### config.mk
export PLATFORM = sky130hd
export DESIGN_NAME = frame_step_pacer_flat
export DESIGN_NICKNAME = d
export VERILOG_FILES = /design/src/hdl/fsp_pkg.sv /design/src/hdl/fsp_if.sv /design/src/hdl/fsp_div.sv /design/src/hdl/fsp_datapath.sv /design/src/hdl/fsp_ctrl.sv /design/src/hdl/frame_step_pacer.sv /design/src/flat_wrapper.sv
export VERILOG_INCLUDE_DIRS = /design/src /design/src/hdl
export SDC_FILE = /design/constraint.sdc
export NUM_CORES = 2
export LEC_CHECK = 0
export BUFFER_PORTS_ARGS = -buffer_cell sky130_fd_sc_hd__buf_2
export CAP_MARGIN = 20
export CORE_UTILIZATION = 65
export DETAILED_ROUTE_END_ITERATION = 8
export PLACE_DENSITY = 0.82
export SLEW_MARGIN = 20
export SYNTH_ARGS = -nofsm -noshare
export SYNTH_HDL_FRONTEND = slang
export SYNTH_HIERARCHICAL = 1
export SYNTH_SLANG_ARGS = --single-unit
### constraint.sdc
create_clock -name clk_i -period 8.9 [get_ports clk_i]
set_clock_uncertainty 0.05 [all_clocks]
set_input_delay 0 -clock clk_i [delete_from_list [all_inputs] [get_ports clk_i]]
set_output_delay 0 -clock clk_i [all_outputs]
set_load 0.01 [all_outputs]
### src/hdl/assert_macros.svh
// assertion macros shared by the frame step pacer rtl
// no dependencies; included by files that carry concurrent checks
`ifndef ASSERT_MACROS_SVH
`define ASSERT_MACROS_SVH

// plain property, sampled on the rising edge, off while reset is low
`define FSP_ASSERT(lbl, clk, rst_n, prop, msg) \
  lbl: assert property (@(posedge clk) disable iff (!rst_n) (prop)) else $error(msg);

// same-cycle implication
`define FSP_ASSERT_IMPL(lbl, clk, rst_n, ante, cons, msg) \
  lbl: assert property (@(posedge clk) disable iff (!rst_n) (ante) |-> (cons)) \
    else $error(msg);

// next-cycle implication
`define FSP_ASSERT_NEXT(lbl, clk, rst_n, ante, cons, msg) \
  lbl: assert property (@(posedge clk) disable iff (!rst_n) (ante) |=> (cons)) \
    else $error(msg);

`endif

### src/hdl/fsp_pkg.sv
// frame step pacer package: widths, codes, reset values and control structs
// no dependencies; imported by every module and interface of the block
`default_nettype none

package fsp_pkg;

  localparam int STAMP_BITS = 32;
  localparam int COUNT_BITS = 16;

  localparam int ACC_W     = 40;
  localparam int STAMP_W   = 32;
  localparam int REG_W     = 32;
  localparam int OUT_W     = 16;
  localparam int STEP_W    = 32;
  localparam int KIND_W    = 2;
  localparam int CFG_IDX_W = 2;

  localparam int DIFF_W = (STAMP_BITS > ACC_W) ? STAMP_BITS : ACC_W;
  localparam int PROD_W = COUNT_BITS + REG_W;

  localparam logic [REG_W-1:0] TPS_RESET   = 32'd1000000;
  localparam logic [REG_W-1:0] FIXED_RESET = 32'd16667;
  localparam logic [REG_W-1:0] MIN_RESET   = 32'd8333;

  localparam logic [CFG_IDX_W-1:0] CFG_TPS   = 2'd0;
  localparam logic [CFG_IDX_W-1:0] CFG_FIXED = 2'd1;
  localparam logic [CFG_IDX_W-1:0] CFG_MIN   = 2'd2;

  typedef enum logic [KIND_W-1:0] {
    KIND_NONE    = 2'd0,
    KIND_FIXED   = 2'd1,
    KIND_CATCHUP = 2'd2,
    KIND_LATE    = 2'd3
  } kind_e;

  typedef struct packed {
    logic load;
    logic restart;
    logic diff;
    logic add;
    logic roll;
    logic div_start;
    logic surp;
    logic emit_grant;
    logic emit_none;
  } ctrl_cmd_t;

  typedef struct packed {
    logic is_restart;
    logic is_paused;
    logic rollover;
    logic div_done;
  } dp_sts_t;

endpackage

`default_nettype wire

### src/hdl/fsp_if.sv
// valid/ready channel interfaces for tick words and result words
// depends on fsp_pkg for the field widths
`default_nettype none

interface fsp_tick_if;
  import fsp_pkg::*;
  logic               valid;
  logic               ready;
  logic               cmd;
  logic [STAMP_W-1:0] stamp;
  logic               paused;

  modport source (output valid, cmd, stamp, paused, input ready);
  modport sink   (input valid, cmd, stamp, paused, output ready);
endinterface

interface fsp_res_if;
  import fsp_pkg::*;
  logic              valid;
  logic              ready;
  logic [KIND_W-1:0] kind;
  logic [STEP_W-1:0] step_ticks;
  logic [OUT_W-1:0]  steps_last_second;
  logic [OUT_W-1:0]  lates_last_second;
  logic [OUT_W-1:0]  late_rate;

  modport source (output valid, kind, step_ticks, steps_last_second,
                  lates_last_second, late_rate, input ready);
  modport sink   (input valid, kind, step_ticks, steps_last_second,
                  lates_last_second, late_rate, output ready);
endinterface

`default_nettype wire

### src/hdl/fsp_div.sv
// restoring divider for the late rate, one quotient bit a cycle
// depends on fsp_pkg; quotient is known to fit in COUNT_BITS bits
`default_nettype none
`include "assert_macros.svh"

module fsp_div (
  input  wire logic                          clk_i,
  input  wire logic                          rst_ni,
  input  wire logic                          start_i,
  input  wire logic [fsp_pkg::PROD_W-1:0]    dividend_i,
  input  wire logic [fsp_pkg::ACC_W-1:0]     divisor_i,
  output logic                               done_o,
  output logic [fsp_pkg::COUNT_BITS-1:0]     quot_o
);
  import fsp_pkg::*;

  localparam int DSH_W = ACC_W + COUNT_BITS;
  localparam int CNT_W = $clog2(COUNT_BITS + 1);

  logic                  busy_q;
  logic                  done_q;
  logic                  zero_q;
  logic [CNT_W-1:0]      cnt_q;
  logic [DSH_W-1:0]      rem_q;
  logic [DSH_W-1:0]      dsh_q;
  logic [COUNT_BITS-1:0] q_q;
  logic                  take;

  assign take = (rem_q >= dsh_q);

  always_ff @(posedge clk_i or negedge rst_ni) begin
    if (!rst_ni) begin
      busy_q <= 1'b0;
      done_q <= 1'b0;
      cnt_q  <= '0;
    end else begin
      done_q <= 1'b0;
      if (start_i) begin
        busy_q <= 1'b1;
        cnt_q  <= CNT_W'(COUNT_BITS);
      end else if (busy_q) begin
        cnt_q <= cnt_q - CNT_W'(1);
        if (cnt_q == CNT_W'(1)) begin
          busy_q <= 1'b0;
          done_q <= 1'b1;
        end
      end
    end
  end

  always_ff @(posedge clk_i) begin
    if (start_i) begin
      rem_q  <= DSH_W'(dividend_i);
      dsh_q  <= DSH_W'(divisor_i) << (COUNT_BITS - 1);
      zero_q <= (divisor_i == '0);
      q_q    <= '0;
    end else if (busy_q) begin
      if (take) begin
        rem_q <= rem_q - dsh_q;
      end
      dsh_q <= dsh_q >> 1;
      q_q   <= {q_q[COUNT_BITS-2:0], take};
    end
  end

  assign done_o = done_q;
  assign quot_o = zero_q ? '0 : q_q;

  `FSP_ASSERT_IMPL(a_div_start_idle, clk_i, rst_ni, start_i, !busy_q, "divider restarted while busy")

endmodule

`default_nettype wire

### src/hdl/fsp_datapath.sv
// datapath: config registers, accumulators, counters, grant logic, result register
// depends on fsp_pkg and fsp_div; driven by fsp_ctrl commands
`default_nettype none
`include "assert_macros.svh"

module fsp_datapath (
  input  wire logic                          clk_i,
  input  wire logic                          rst_ni,
  input  wire fsp_pkg::ctrl_cmd_t            cmd_i,
  output fsp_pkg::dp_sts_t                   sts_o,
  input  wire logic                          cfg_we_i,
  input  wire logic [fsp_pkg::CFG_IDX_W-1:0] cfg_idx_i,
  input  wire logic [fsp_pkg::REG_W-1:0]     cfg_data_i,
  input  wire logic                          in_cmd_i,
  input  wire logic [fsp_pkg::STAMP_W-1:0]   in_stamp_i,
  input  wire logic                          in_paused_i,
  output logic [fsp_pkg::KIND_W-1:0]         kind_o,
  output logic [fsp_pkg::STEP_W-1:0]         step_ticks_o,
  output logic [fsp_pkg::OUT_W-1:0]          steps_last_o,
  output logic [fsp_pkg::OUT_W-1:0]          lates_last_o,
  output logic [fsp_pkg::OUT_W-1:0]          late_rate_o
);
  import fsp_pkg::*;

  localparam int CAP_W = (COUNT_BITS > OUT_W) ? COUNT_BITS : OUT_W;
  localparam logic [COUNT_BITS-1:0] COUNT_MAX = {COUNT_BITS{1'b1}};
  localparam logic [STEP_W-1:0]     STEP_MAX  = {STEP_W{1'b1}};
  localparam logic [OUT_W-1:0]      OUT_MAX   = {OUT_W{1'b1}};

  function automatic logic [OUT_W-1:0] cap_out(input logic [COUNT_BITS-1:0] v);
    logic [CAP_W-1:0] w;
    w = CAP_W'(v);
    if (w > CAP_W'(OUT_MAX)) begin
      return OUT_MAX;
    end
    return w[OUT_W-1:0];
  endfunction

  function automatic logic [COUNT_BITS-1:0] sat_inc(input logic [COUNT_BITS-1:0] v);
    return (v == COUNT_MAX) ? v : v + COUNT_BITS'(1);
  endfunction

  // configuration
  logic [REG_W-1:0] tps_q, fix_q, min_q;

  // timing state
  logic [STAMP_BITS-1:0] last_q;
  logic [ACC_W-1:0]      elapsed_q, consumed_q;
  logic [COUNT_BITS-1:0] step_cnt_q, step_prev_q, late_cnt_q, late_prev_q;
  logic [OUT_W-1:0]      rate_q;
  logic                  marked_q;

  // captured word and intermediates
  logic                  cmd_q, paused_q;
  logic [STAMP_BITS-1:0] stamp_q;
  logic [DIFF_W-1:0]     diff_q;
  logic [ACC_W-1:0]      lim_q, surp_q, den_q;
  logic [PROD_W-1:0]     prod_q;

  // result register
  kind_e                 kind_q;
  logic [STEP_W-1:0]     step_q;
  logic [OUT_W-1:0]      steps_out_q, lates_out_q, rate_out_q;

  logic [STAMP_BITS-1:0] raw_diff;
  logic [ACC_W-1:0]      surplus_c, room_e, room_s, room_min, take_c, grant_c;
  logic                  fixed_ok, min_ok, div_done;
  logic [COUNT_BITS-1:0] quot;

  assign raw_diff  = stamp_q - last_q;
  assign surplus_c = elapsed_q - consumed_q;
  assign room_e    = ~elapsed_q;
  assign room_s    = ~surplus_c;
  assign room_min  = (room_e < room_s) ? room_e : room_s;
  assign take_c    = (diff_q > DIFF_W'(lim_q)) ? lim_q : diff_q[ACC_W-1:0];
  assign fixed_ok  = (surp_q >= ACC_W'(fix_q));
  assign min_ok    = (surp_q >= ACC_W'(min_q));
  assign grant_c   = (surp_q > ACC_W'(STEP_MAX)) ? ACC_W'(STEP_MAX) : surp_q;

  fsp_div u_div (
    .clk_i      (clk_i),
    .rst_ni     (rst_ni),
    .start_i    (cmd_i.div_start),
    .dividend_i (prod_q),
    .divisor_i  (den_q),
    .done_o     (div_done),
    .quot_o     (quot)
  );

  always_ff @(posedge clk_i or negedge rst_ni) begin
    if (!rst_ni) begin
      tps_q       <= TPS_RESET;
      fix_q       <= FIXED_RESET;
      min_q       <= MIN_RESET;
      last_q      <= '0;
      elapsed_q   <= '0;
      consumed_q  <= '0;
      step_cnt_q  <= '0;
      step_prev_q <= '0;
      late_cnt_q  <= '0;
      late_prev_q <= '0;
      rate_q      <= '0;
      marked_q    <= 1'b1;
    end else begin
      if (cfg_we_i) begin
        case (cfg_idx_i)
          CFG_TPS:   tps_q <= cfg_data_i;
          CFG_FIXED: fix_q <= cfg_data_i;
          CFG_MIN:   min_q <= cfg_data_i;
          default: ;
        endcase
      end
      if (cmd_i.restart) begin
        last_q     <= stamp_q;
        elapsed_q  <= '0;
        consumed_q <= '0;
        step_cnt_q <= '0;
        late_cnt_q <= '0;
        rate_q     <= '0;
      end
      if (cmd_i.diff) begin
        last_q <= stamp_q;
      end
      if (cmd_i.add) begin
        elapsed_q <= elapsed_q + take_c;
      end
      if (cmd_i.roll) begin
        step_prev_q <= step_cnt_q;
        step_cnt_q  <= '0;
        late_prev_q <= late_cnt_q;
        late_cnt_q  <= '0;
        elapsed_q   <= elapsed_q - ACC_W'(tps_q);
        consumed_q  <= consumed_q - ACC_W'(tps_q);
      end
      if (div_done) begin
        rate_q <= cap_out(quot);
      end
      if (cmd_i.emit_grant) begin
        if (fixed_ok) begin
          consumed_q <= consumed_q + ACC_W'(fix_q);
          step_cnt_q <= sat_inc(step_cnt_q);
          marked_q   <= 1'b0;
        end else if (min_ok) begin
          consumed_q <= consumed_q + grant_c;
          step_cnt_q <= sat_inc(step_cnt_q);
          marked_q   <= 1'b0;
        end else if (!marked_q) begin
          marked_q   <= 1'b1;
          late_cnt_q <= sat_inc(late_cnt_q);
        end
      end
    end
  end

  always_ff @(posedge clk_i) begin
    if (cmd_i.load) begin
      cmd_q    <= in_cmd_i;
      stamp_q  <= STAMP_BITS'(in_stamp_i);
      paused_q <= in_paused_i;
    end
    if (cmd_i.diff) begin
      diff_q <= DIFF_W'(raw_diff);
      lim_q  <= room_min;
    end
    if (cmd_i.roll) begin
      // rate divisor is the accumulator before the second is taken off
      prod_q <= PROD_W'(late_cnt_q) * PROD_W'(tps_q);
      den_q  <= elapsed_q;
    end
    if (cmd_i.surp) begin
      surp_q <= surplus_c;
    end
    if (cmd_i.emit_grant || cmd_i.emit_none) begin
      steps_out_q <= cap_out(step_prev_q);
      lates_out_q <= cap_out(late_prev_q);
      rate_out_q  <= rate_q;
      if (cmd_i.emit_grant && fixed_ok) begin
        kind_q <= KIND_FIXED;
        step_q <= fix_q;
      end else if (cmd_i.emit_grant && min_ok) begin
        kind_q <= KIND_CATCHUP;
        step_q <= grant_c[STEP_W-1:0];
      end else if (cmd_i.emit_grant && !marked_q) begin
        kind_q <= KIND_LATE;
        step_q <= '0;
      end else begin
        kind_q <= KIND_NONE;
        step_q <= '0;
      end
    end
  end

  assign sts_o.is_restart = cmd_q;
  assign sts_o.is_paused  = paused_q;
  assign sts_o.rollover   = (elapsed_q >= ACC_W'(tps_q));
  assign sts_o.div_done   = div_done;

  assign kind_o       = kind_q;
  assign step_ticks_o = step_q;
  assign steps_last_o = steps_out_q;
  assign lates_last_o = lates_out_q;
  assign late_rate_o  = rate_out_q;

  `FSP_ASSERT_NEXT(a_late_no_step, clk_i, rst_ni, cmd_i.emit_grant, (kind_q != KIND_LATE) || (step_q == '0), "late marker with a nonzero step")

endmodule

`default_nettype wire

### src/hdl/fsp_ctrl.sv
// controller: sequences one tick word through the datapath, owns result valid
// depends on fsp_pkg; commands fsp_datapath
`default_nettype none
`include "assert_macros.svh"

module fsp_ctrl (
  input  wire logic               clk_i,
  input  wire logic               rst_ni,
  input  wire logic               in_valid_i,
  output logic                    in_ready_o,
  output logic                    out_valid_o,
  input  wire logic               out_ready_i,
  input  wire fsp_pkg::dp_sts_t   sts_i,
  output fsp_pkg::ctrl_cmd_t      cmd_o
);
  import fsp_pkg::*;

  typedef enum logic [2:0] {
    S_IDLE,
    S_DIFF,
    S_ADD,
    S_ROLL,
    S_DSTART,
    S_DIV,
    S_SURP,
    S_EMIT
  } state_e;

  state_e state_q;
  logic   none_q;
  logic   out_valid_q;
  logic   out_free;
  logic   accept;

  assign in_ready_o = (state_q == S_IDLE);
  assign accept     = in_valid_i && in_ready_o;
  assign out_free   = !out_valid_q || out_ready_i;

  always_comb begin
    cmd_o            = '0;
    cmd_o.load       = accept;
    cmd_o.restart    = (state_q == S_DIFF) && sts_i.is_restart;
    cmd_o.diff       = (state_q == S_DIFF) && !sts_i.is_restart && !sts_i.is_paused;
    cmd_o.add        = (state_q == S_ADD);
    cmd_o.roll       = (state_q == S_ROLL) && sts_i.rollover;
    cmd_o.div_start  = (state_q == S_DSTART);
    cmd_o.surp       = (state_q == S_SURP);
    cmd_o.emit_grant = (state_q == S_EMIT) && out_free && !none_q;
    cmd_o.emit_none  = (state_q == S_EMIT) && out_free && none_q;
  end

  always_ff @(posedge clk_i or negedge rst_ni) begin
    if (!rst_ni) begin
      state_q     <= S_IDLE;
      none_q      <= 1'b0;
      out_valid_q <= 1'b0;
    end else begin
      if ((state_q == S_EMIT) && out_free) begin
        out_valid_q <= 1'b1;
      end else if (out_valid_q && out_ready_i) begin
        out_valid_q <= 1'b0;
      end
      case (state_q)
        S_IDLE: begin
          if (accept) begin
            state_q <= S_DIFF;
          end
        end
        S_DIFF: begin
          if (sts_i.is_restart || sts_i.is_paused) begin
            none_q  <= 1'b1;
            state_q <= S_EMIT;
          end else begin
            none_q  <= 1'b0;
            state_q <= S_ADD;
          end
        end
        S_ADD:    state_q <= S_ROLL;
        S_ROLL:   state_q <= sts_i.rollover ? S_DSTART : S_SURP;
        S_DSTART: state_q <= S_DIV;
        S_DIV: begin
          if (sts_i.div_done) begin
            state_q <= S_SURP;
          end
        end
        S_SURP:   state_q <= S_EMIT;
        S_EMIT: begin
          if (out_free) begin
            state_q <= S_IDLE;
          end
        end
        default:  state_q <= S_IDLE;
      endcase
    end
  end

  assign out_valid_o = out_valid_q;

  `FSP_ASSERT_IMPL(a_emit_free, clk_i, rst_ni, cmd_o.emit_grant || cmd_o.emit_none, out_free, "result written over an untaken word")
  `FSP_ASSERT_IMPL(a_valid_from_emit, clk_i, rst_ni, $rose(out_valid_q), $past(state_q == S_EMIT), "result valid raised outside emit")

endmodule

`default_nettype wire

### src/hdl/frame_step_pacer.sv
// top level of the frame step pacer: channel wiring, controller and datapath
// depends on fsp_pkg, fsp_if, fsp_ctrl, fsp_datapath (and fsp_div below it)
//
//   channel  dir  handshake     word
//   tick_i   in   valid/ready   cmd, stamp, paused
//   res_o    out  valid/ready   kind, step_ticks, steps/lates last second, late rate
//   cfg      in   cfg_we_i      cfg_idx_i selects register, cfg_data_i value
//
// one tick word at a time; ready only while the controller is idle
// restart or paused word: from the diff state straight to emit
// plain tick: diff, add, roll, surp and emit states; a one-second rollover adds the
//   dstart and div states for the restoring late-rate divider, one quotient bit a cycle
// a result waits in the output register; the next word is taken meanwhile and
//   holds in its last stage until the register is free
// reset is asynchronous active low and loads the register defaults
`default_nettype none

module frame_step_pacer (
  input  wire logic                          clk_i,
  input  wire logic                          rst_ni,
  fsp_tick_if.sink                           tick_i,
  fsp_res_if.source                          res_o,
  input  wire logic                          cfg_we_i,
  input  wire logic [fsp_pkg::CFG_IDX_W-1:0] cfg_idx_i,
  input  wire logic [fsp_pkg::REG_W-1:0]     cfg_data_i
);
  import fsp_pkg::*;

  ctrl_cmd_t cmd;
  dp_sts_t   sts;

  // sequencer for one word, result valid lives here
  fsp_ctrl u_ctrl (
    .clk_i       (clk_i),
    .rst_ni      (rst_ni),
    .in_valid_i  (tick_i.valid),
    .in_ready_o  (tick_i.ready),
    .out_valid_o (res_o.valid),
    .out_ready_i (res_o.ready),
    .sts_i       (sts),
    .cmd_o       (cmd)
  );

  // accumulators, counters, divider and result payload
  fsp_datapath u_dp (
    .clk_i        (clk_i),
    .rst_ni       (rst_ni),
    .cmd_i        (cmd),
    .sts_o        (sts),
    .cfg_we_i     (cfg_we_i),
    .cfg_idx_i    (cfg_idx_i),
    .cfg_data_i   (cfg_data_i),
    .in_cmd_i     (tick_i.cmd),
    .in_stamp_i   (tick_i.stamp),
    .in_paused_i  (tick_i.paused),
    .kind_o       (res_o.kind),
    .step_ticks_o (res_o.step_ticks),
    .steps_last_o (res_o.steps_last_second),
    .lates_last_o (res_o.lates_last_second),
    .late_rate_o  (res_o.late_rate)
  );

endmodule

`default_nettype wire
### src/flat_wrapper.sv
// flat-port wrapper written by rule: the top's interface ports become plain ports
module frame_step_pacer_flat import fsp_pkg::*;
  (clk_i, rst_ni, cfg_we_i, cfg_idx_i, cfg_data_i, tick_i_valid, tick_i_cmd, tick_i_stamp, tick_i_paused, tick_i_ready, res_o_valid, res_o_kind, res_o_step_ticks, res_o_steps_last_second, res_o_lates_last_second, res_o_late_rate, res_o_ready);
  fsp_tick_if tick_i_i ();
  fsp_res_if res_o_i ();
  input  wire logic clk_i;
  input  wire logic rst_ni;
  input  wire logic cfg_we_i;
  input  wire logic [fsp_pkg::CFG_IDX_W-1:0] cfg_idx_i;
  input  wire logic [fsp_pkg::REG_W-1:0] cfg_data_i;
  input wire logic [$bits(tick_i_i.valid)-1:0] tick_i_valid;
  input wire logic [$bits(tick_i_i.cmd)-1:0] tick_i_cmd;
  input wire logic [$bits(tick_i_i.stamp)-1:0] tick_i_stamp;
  input wire logic [$bits(tick_i_i.paused)-1:0] tick_i_paused;
  output wire logic [$bits(tick_i_i.ready)-1:0] tick_i_ready;
  output wire logic [$bits(res_o_i.valid)-1:0] res_o_valid;
  output wire logic [$bits(res_o_i.kind)-1:0] res_o_kind;
  output wire logic [$bits(res_o_i.step_ticks)-1:0] res_o_step_ticks;
  output wire logic [$bits(res_o_i.steps_last_second)-1:0] res_o_steps_last_second;
  output wire logic [$bits(res_o_i.lates_last_second)-1:0] res_o_lates_last_second;
  output wire logic [$bits(res_o_i.late_rate)-1:0] res_o_late_rate;
  input wire logic [$bits(res_o_i.ready)-1:0] res_o_ready;
  assign tick_i_i.valid = tick_i_valid;
  assign tick_i_i.cmd = tick_i_cmd;
  assign tick_i_i.stamp = tick_i_stamp;
  assign tick_i_i.paused = tick_i_paused;
  assign tick_i_ready = tick_i_i.ready;
  assign res_o_valid = res_o_i.valid;
  assign res_o_kind = res_o_i.kind;
  assign res_o_step_ticks = res_o_i.step_ticks;
  assign res_o_steps_last_second = res_o_i.steps_last_second;
  assign res_o_lates_last_second = res_o_i.lates_last_second;
  assign res_o_late_rate = res_o_i.late_rate;
  assign res_o_i.ready = res_o_ready;
  frame_step_pacer u_core (.clk_i(clk_i), .rst_ni(rst_ni), .tick_i(tick_i_i), .res_o(res_o_i), .cfg_we_i(cfg_we_i), .cfg_idx_i(cfg_idx_i), .cfg_data_i(cfg_data_i));
endmodule
==> metrics.md <==
| Metric | Value |
|---|---|
| Run status | completed |
| Setup violations, final | 0 |
| CP cell instances | buf_4 > and2_1 > fa_1 > inv_1 > fa_1 > fa_1 > inv_1 > fa_1 > fa_1 > inv_1 > fa_1 > inv_1 > ha_1 > a21o_1 > a21o_1 > a221o_1 > a221oi_1 > o21ai_0 > a31oi_1 > o21bai_1 > a311oi_1 > xnor2_1 |
| Crit-path slowest cell | dfrtp_1 |
| Die ar. | 103000 µm² |
| Final ANT Viol Nets | 0 |
| Initial DRT Pass Iterations | 6 |
| Syn Inst Count | 7015 |
| Most frequent cells in the layout | inv_1 (832), nand2_1 (734), ha_1 (559) |
| Fin crit period | roughly 7.5 ns |
| Largest stage delay on the critical path | 1.01 ns |
| Vias per cell | 6.39 |
| Reg2reg end | u_core/u_dp/prod_q[34] |
| Post-cts resize count | 0 |
| IO Pins | 157 |
| Nets | just over 8000 |
| CP Launch Type | flop |
| Layout Cells excl Fill | ~8600 |
| Synth cell types | 117 |
| Crit end category | flop |
| Initial antenna violation count | 17 |
| Starting DRC count in detailed routing | approximately 5300 |
| Clock root cell | clkbuf_16 |
| Initial Util | 65.8% |
| Largest net degree at the start of global routing | between 200 and 250 |
| Slew @ Worst Pin | 1.13 ns |
| Maximum vdd drop | around 0.00066 V |
| TNS Setup | 0 ns |
| GPL Wtd Cong | between 0.9 and 1 |
| Core Box Area | 100000 µm² |
| Number of synthesized flops with an enable pin | slightly above 400 |
| Post-synth top flop | edfxtp_1 |
| Wirelength per Cell | ~23 µm |
| Synth Warn # | 6 |
| First-pass GRT wire length | 311 mm |
| Vias in the first global route | 55784 |
| Gr usage total | around two fifths |
| Skew-Pair Late Insertion Delay | 0.69 ns |
| Routed via count | about 55000 |
| Height of the die | 321 µm |
| Fmax | 0.133 GHz |
| Setup CP Type | flop to flop |
| Rows | between 100 and 150 |
| Worst reg2reg path depth | 22 |
| Synth-to-Final Area Change | 9.68% |
| Port bufs | around 160 |
| Fraction of registers with async set/reset | 40.4% |
| Post-route cell area | 72300 µm² |
| Placed Area | roughly 68000 µm² |
| Bufs and invs on worst path | 5 |
| Arrival time at the worst endpoint | 7.89 ns |
| HP Class | input pin to flop |
| Most used cell along the critical path | fa_1 |
| Remaining Overflow, GRT | 0 |
| Final core occ | 72.1% |
| CP endpoint | u_core/u_dp/prod_q[34] |
| Detailed placement HPWL | 152 mm |
| RSZ-0062 raised after global routing | false |
| Reg-to-reg startpoint | u_core/u_dp/late_cnt_q[5] |
| Flop2flop setup slack | approximately 1.4 ns |
| Synth Area per Inst | 9.40 µm² |
| Critical Path Source | u_core/u_dp/late_cnt_q[5] |
| Clock slew at reported path FFs | 0.06 ns |
| Placed insts | 8313 |
| Final Cycle Share | between 80% and 90% |
| Final Max Tran Viols | 0 |
| Delay-heaviest family, CP | adder cells |
| Crit path max fanout | 29 |
| Max-cap violations | 0 |
| Power Density | 341 nW/µm² |
| Max-slew headroom | 24.5% |
| DRC errors left | 0 |
| Synth Cell Area | 66000 µm² |
| Die W | 321 µm |
| CP Depth | 22 |
| H-Tree Depth | 3 |
| Register area share after synthesis | a little under a third |
| Wirelength, routed | roughly 200 mm |
| Final hold vios | 0 |
| CTS tree | built |
| CP required | approximately 9.3 ns |
| Commonest non-fill, non-tap cell in the layout | inv_1 |
| Clock Tree Buf Depth | 3 |
| Synth Register Bits | approximately 750 |
| CTS sink cnt | about 750 |
| TritonCTS buffer count | 85 |
| Ratio of cells with drive above 1 in the final layout | 8.78% |
| Leak Pwr | 0.0330 µW |
[synthesized netlist by cell type (17+ instances only)]
master	n	area share, %
a211o_1	45	0.60
a211oi_1	76	0.86
a21boi_0	19	0.22
a21o_1	209	2.4
a21oi_1	418	3.2
a221oi_1	29	0.39
a22o_1	56	0.74
a22oi_1	21	0.24
a31oi_1	60	0.57
and2_1	252	2.4
and3_1	58	0.55
and4_1	17	0.23
buf_2	21	0.16
clkbuf_1	250	1.4
dfrtp_1	282	11
dfstp_2	19	0.76
dfxtp_1	39	1.2
edfxtp_1	405	18
fa_1	426	13
ha_1	559	11
inv_1	833	4.7
mux2_2	134	2.3
mux2i_1	78	1.2
nand2_1	734	4.2
nand2b_1	43	0.41
nand3_1	111	0.84
nand4_1	84	0.80
nor2_1	356	2.0
nor2b_1	68	0.64
nor3_1	104	0.79
nor4_1	29	0.28
o211ai_1	43	0.49
o21a_1	54	0.61
o21ai_0	315	2.4
o21bai_1	51	0.58
o22ai_1	23	0.22
o31ai_1	63	0.72
or2_2	47	0.45
or3_1	26	0.25
xnor2_1	186	2.5
xor2_1	98	1.3
[sequential cells by signal (all words and copies together), names as in the netlist, 32 cells and up]
name / count
u_core/u_dp/consumed_q: 40
u_core/u_dp/den_q: 40
u_core/u_dp/diff_q: 32
u_core/u_dp/elapsed_q: 40
u_core/u_dp/fix_q: 32
u_core/u_dp/last_q: 32
u_core/u_dp/lim_q: 40
u_core/u_dp/min_q: 32
u_core/u_dp/prod_q: 48
u_core/u_dp/stamp_q: 32
u_core/u_dp/step_ticks_o: 32
u_core/u_dp/surp_q: 40
u_core/u_dp/tps_q: 32
u_core/u_dp/u_div/dsh_q: 55
u_core/u_dp/u_div/rem_q: 56
[cell families after synthesis]
logic type / count (synthesis) / share of synthesized area, %
flops: 745 / 31.1
xor+xnor: 284 / 3.77
buf+inv: 1130 / 6.53
mux: 213 / 3.49
other cells: 1 / 0.00569
simple gates: 1987 / 14.6
compound gates: 1670 / 17.0
fa+ha+maj: 985 / 23.5
[layer usage]
metal | wire length (µm) | track usage, %
met5 | 78 | 0
met4 | 12700 | 22.0
met3 | 17800 | 7.07
met2 | 93900 | 64.6
met1 | 77900 | 49.2
[repair_timing]
action                                 4_1_cts  5_1_grt
endpoints found under the hold margin      359        0
hold buffers                               141        0
buffers inserted                             0        0
[cell type report]
cell class / instances / area (µm²)
repair buffers: 363 / 2730
multi-input cells: 5153 / 41300
flip-flops and latches: 745 / 20500
fillers: 7320 / 27900
clock buffers: 106 / 2290
inverters: 836 / 3140
well taps: 1357 / 1700
clock inverters: 54 / 647
diodes: 7 / 17.5
[stage by stage]
step,worst slack [ns],hold slack (ns),total power (µW)
final,1.37,0.0685,24700
after global routing,1.12,0.0557,26200
after CTS,1.44,0.0228,24200
after detailed placement,1.46,-0.0856,20300
after global placement,1.64,-0.0860,20000
after floorplan,2.28,-0.346,16400
[where the power goes]
part           switching [µW]  total [µW]  leakage [µW]  internal, µW
Combinational            9000       14600        0.0236          5570
Clock                    1580        3680       0.00140          2090
Sequential               1110        6430       0.00794          5320
[worst register-to-register path, cell delays in order, from the launching register on]
cell,delay [ns]
dfrtp_1,1.01
buf_4,0.35
and2_1,0.19
fa_1,0.42
inv_1,0.10
fa_1,0.41
fa_1,0.51
inv_1,0.05
fa_1,0.47
fa_1,0.54
inv_1,0.05
fa_1,0.52
inv_1,0.05
ha_1,0.35
a21o_1,0.22
a21o_1,0.18
a221o_1,0.37
a221oi_1,0.30
o21ai_0,0.21
a31oi_1,0.33
o21bai_1,0.13
a311oi_1,0.33
xnor2_1,0.10
[how the worst min path moves through the flow]
stage | start | endpoint | slack, ns | depth (start not counted)
6_report | cfg_data_i[4] | u_core/u_dp/fix_q[4] | 0.07 | 3
3_3_place_gp | rst_ni | u_core/u_dp/rate_q[10] | -0.09 | 1
2_1_floorplan | rst_ni | u_core/u_ctrl/none_q | -0.35 | 0
5_1_grt | tick_i_stamp[19] | u_core/u_dp/stamp_q[19] | 0.06 | 2
3_5_place_dp | rst_ni | u_core/u_dp/rate_q[10] | -0.09 | 1
4_1_cts | tick_i_stamp[19] | u_core/u_dp/stamp_q[19] | 0.02 | 2
Power figures use the tool's default switching activity.
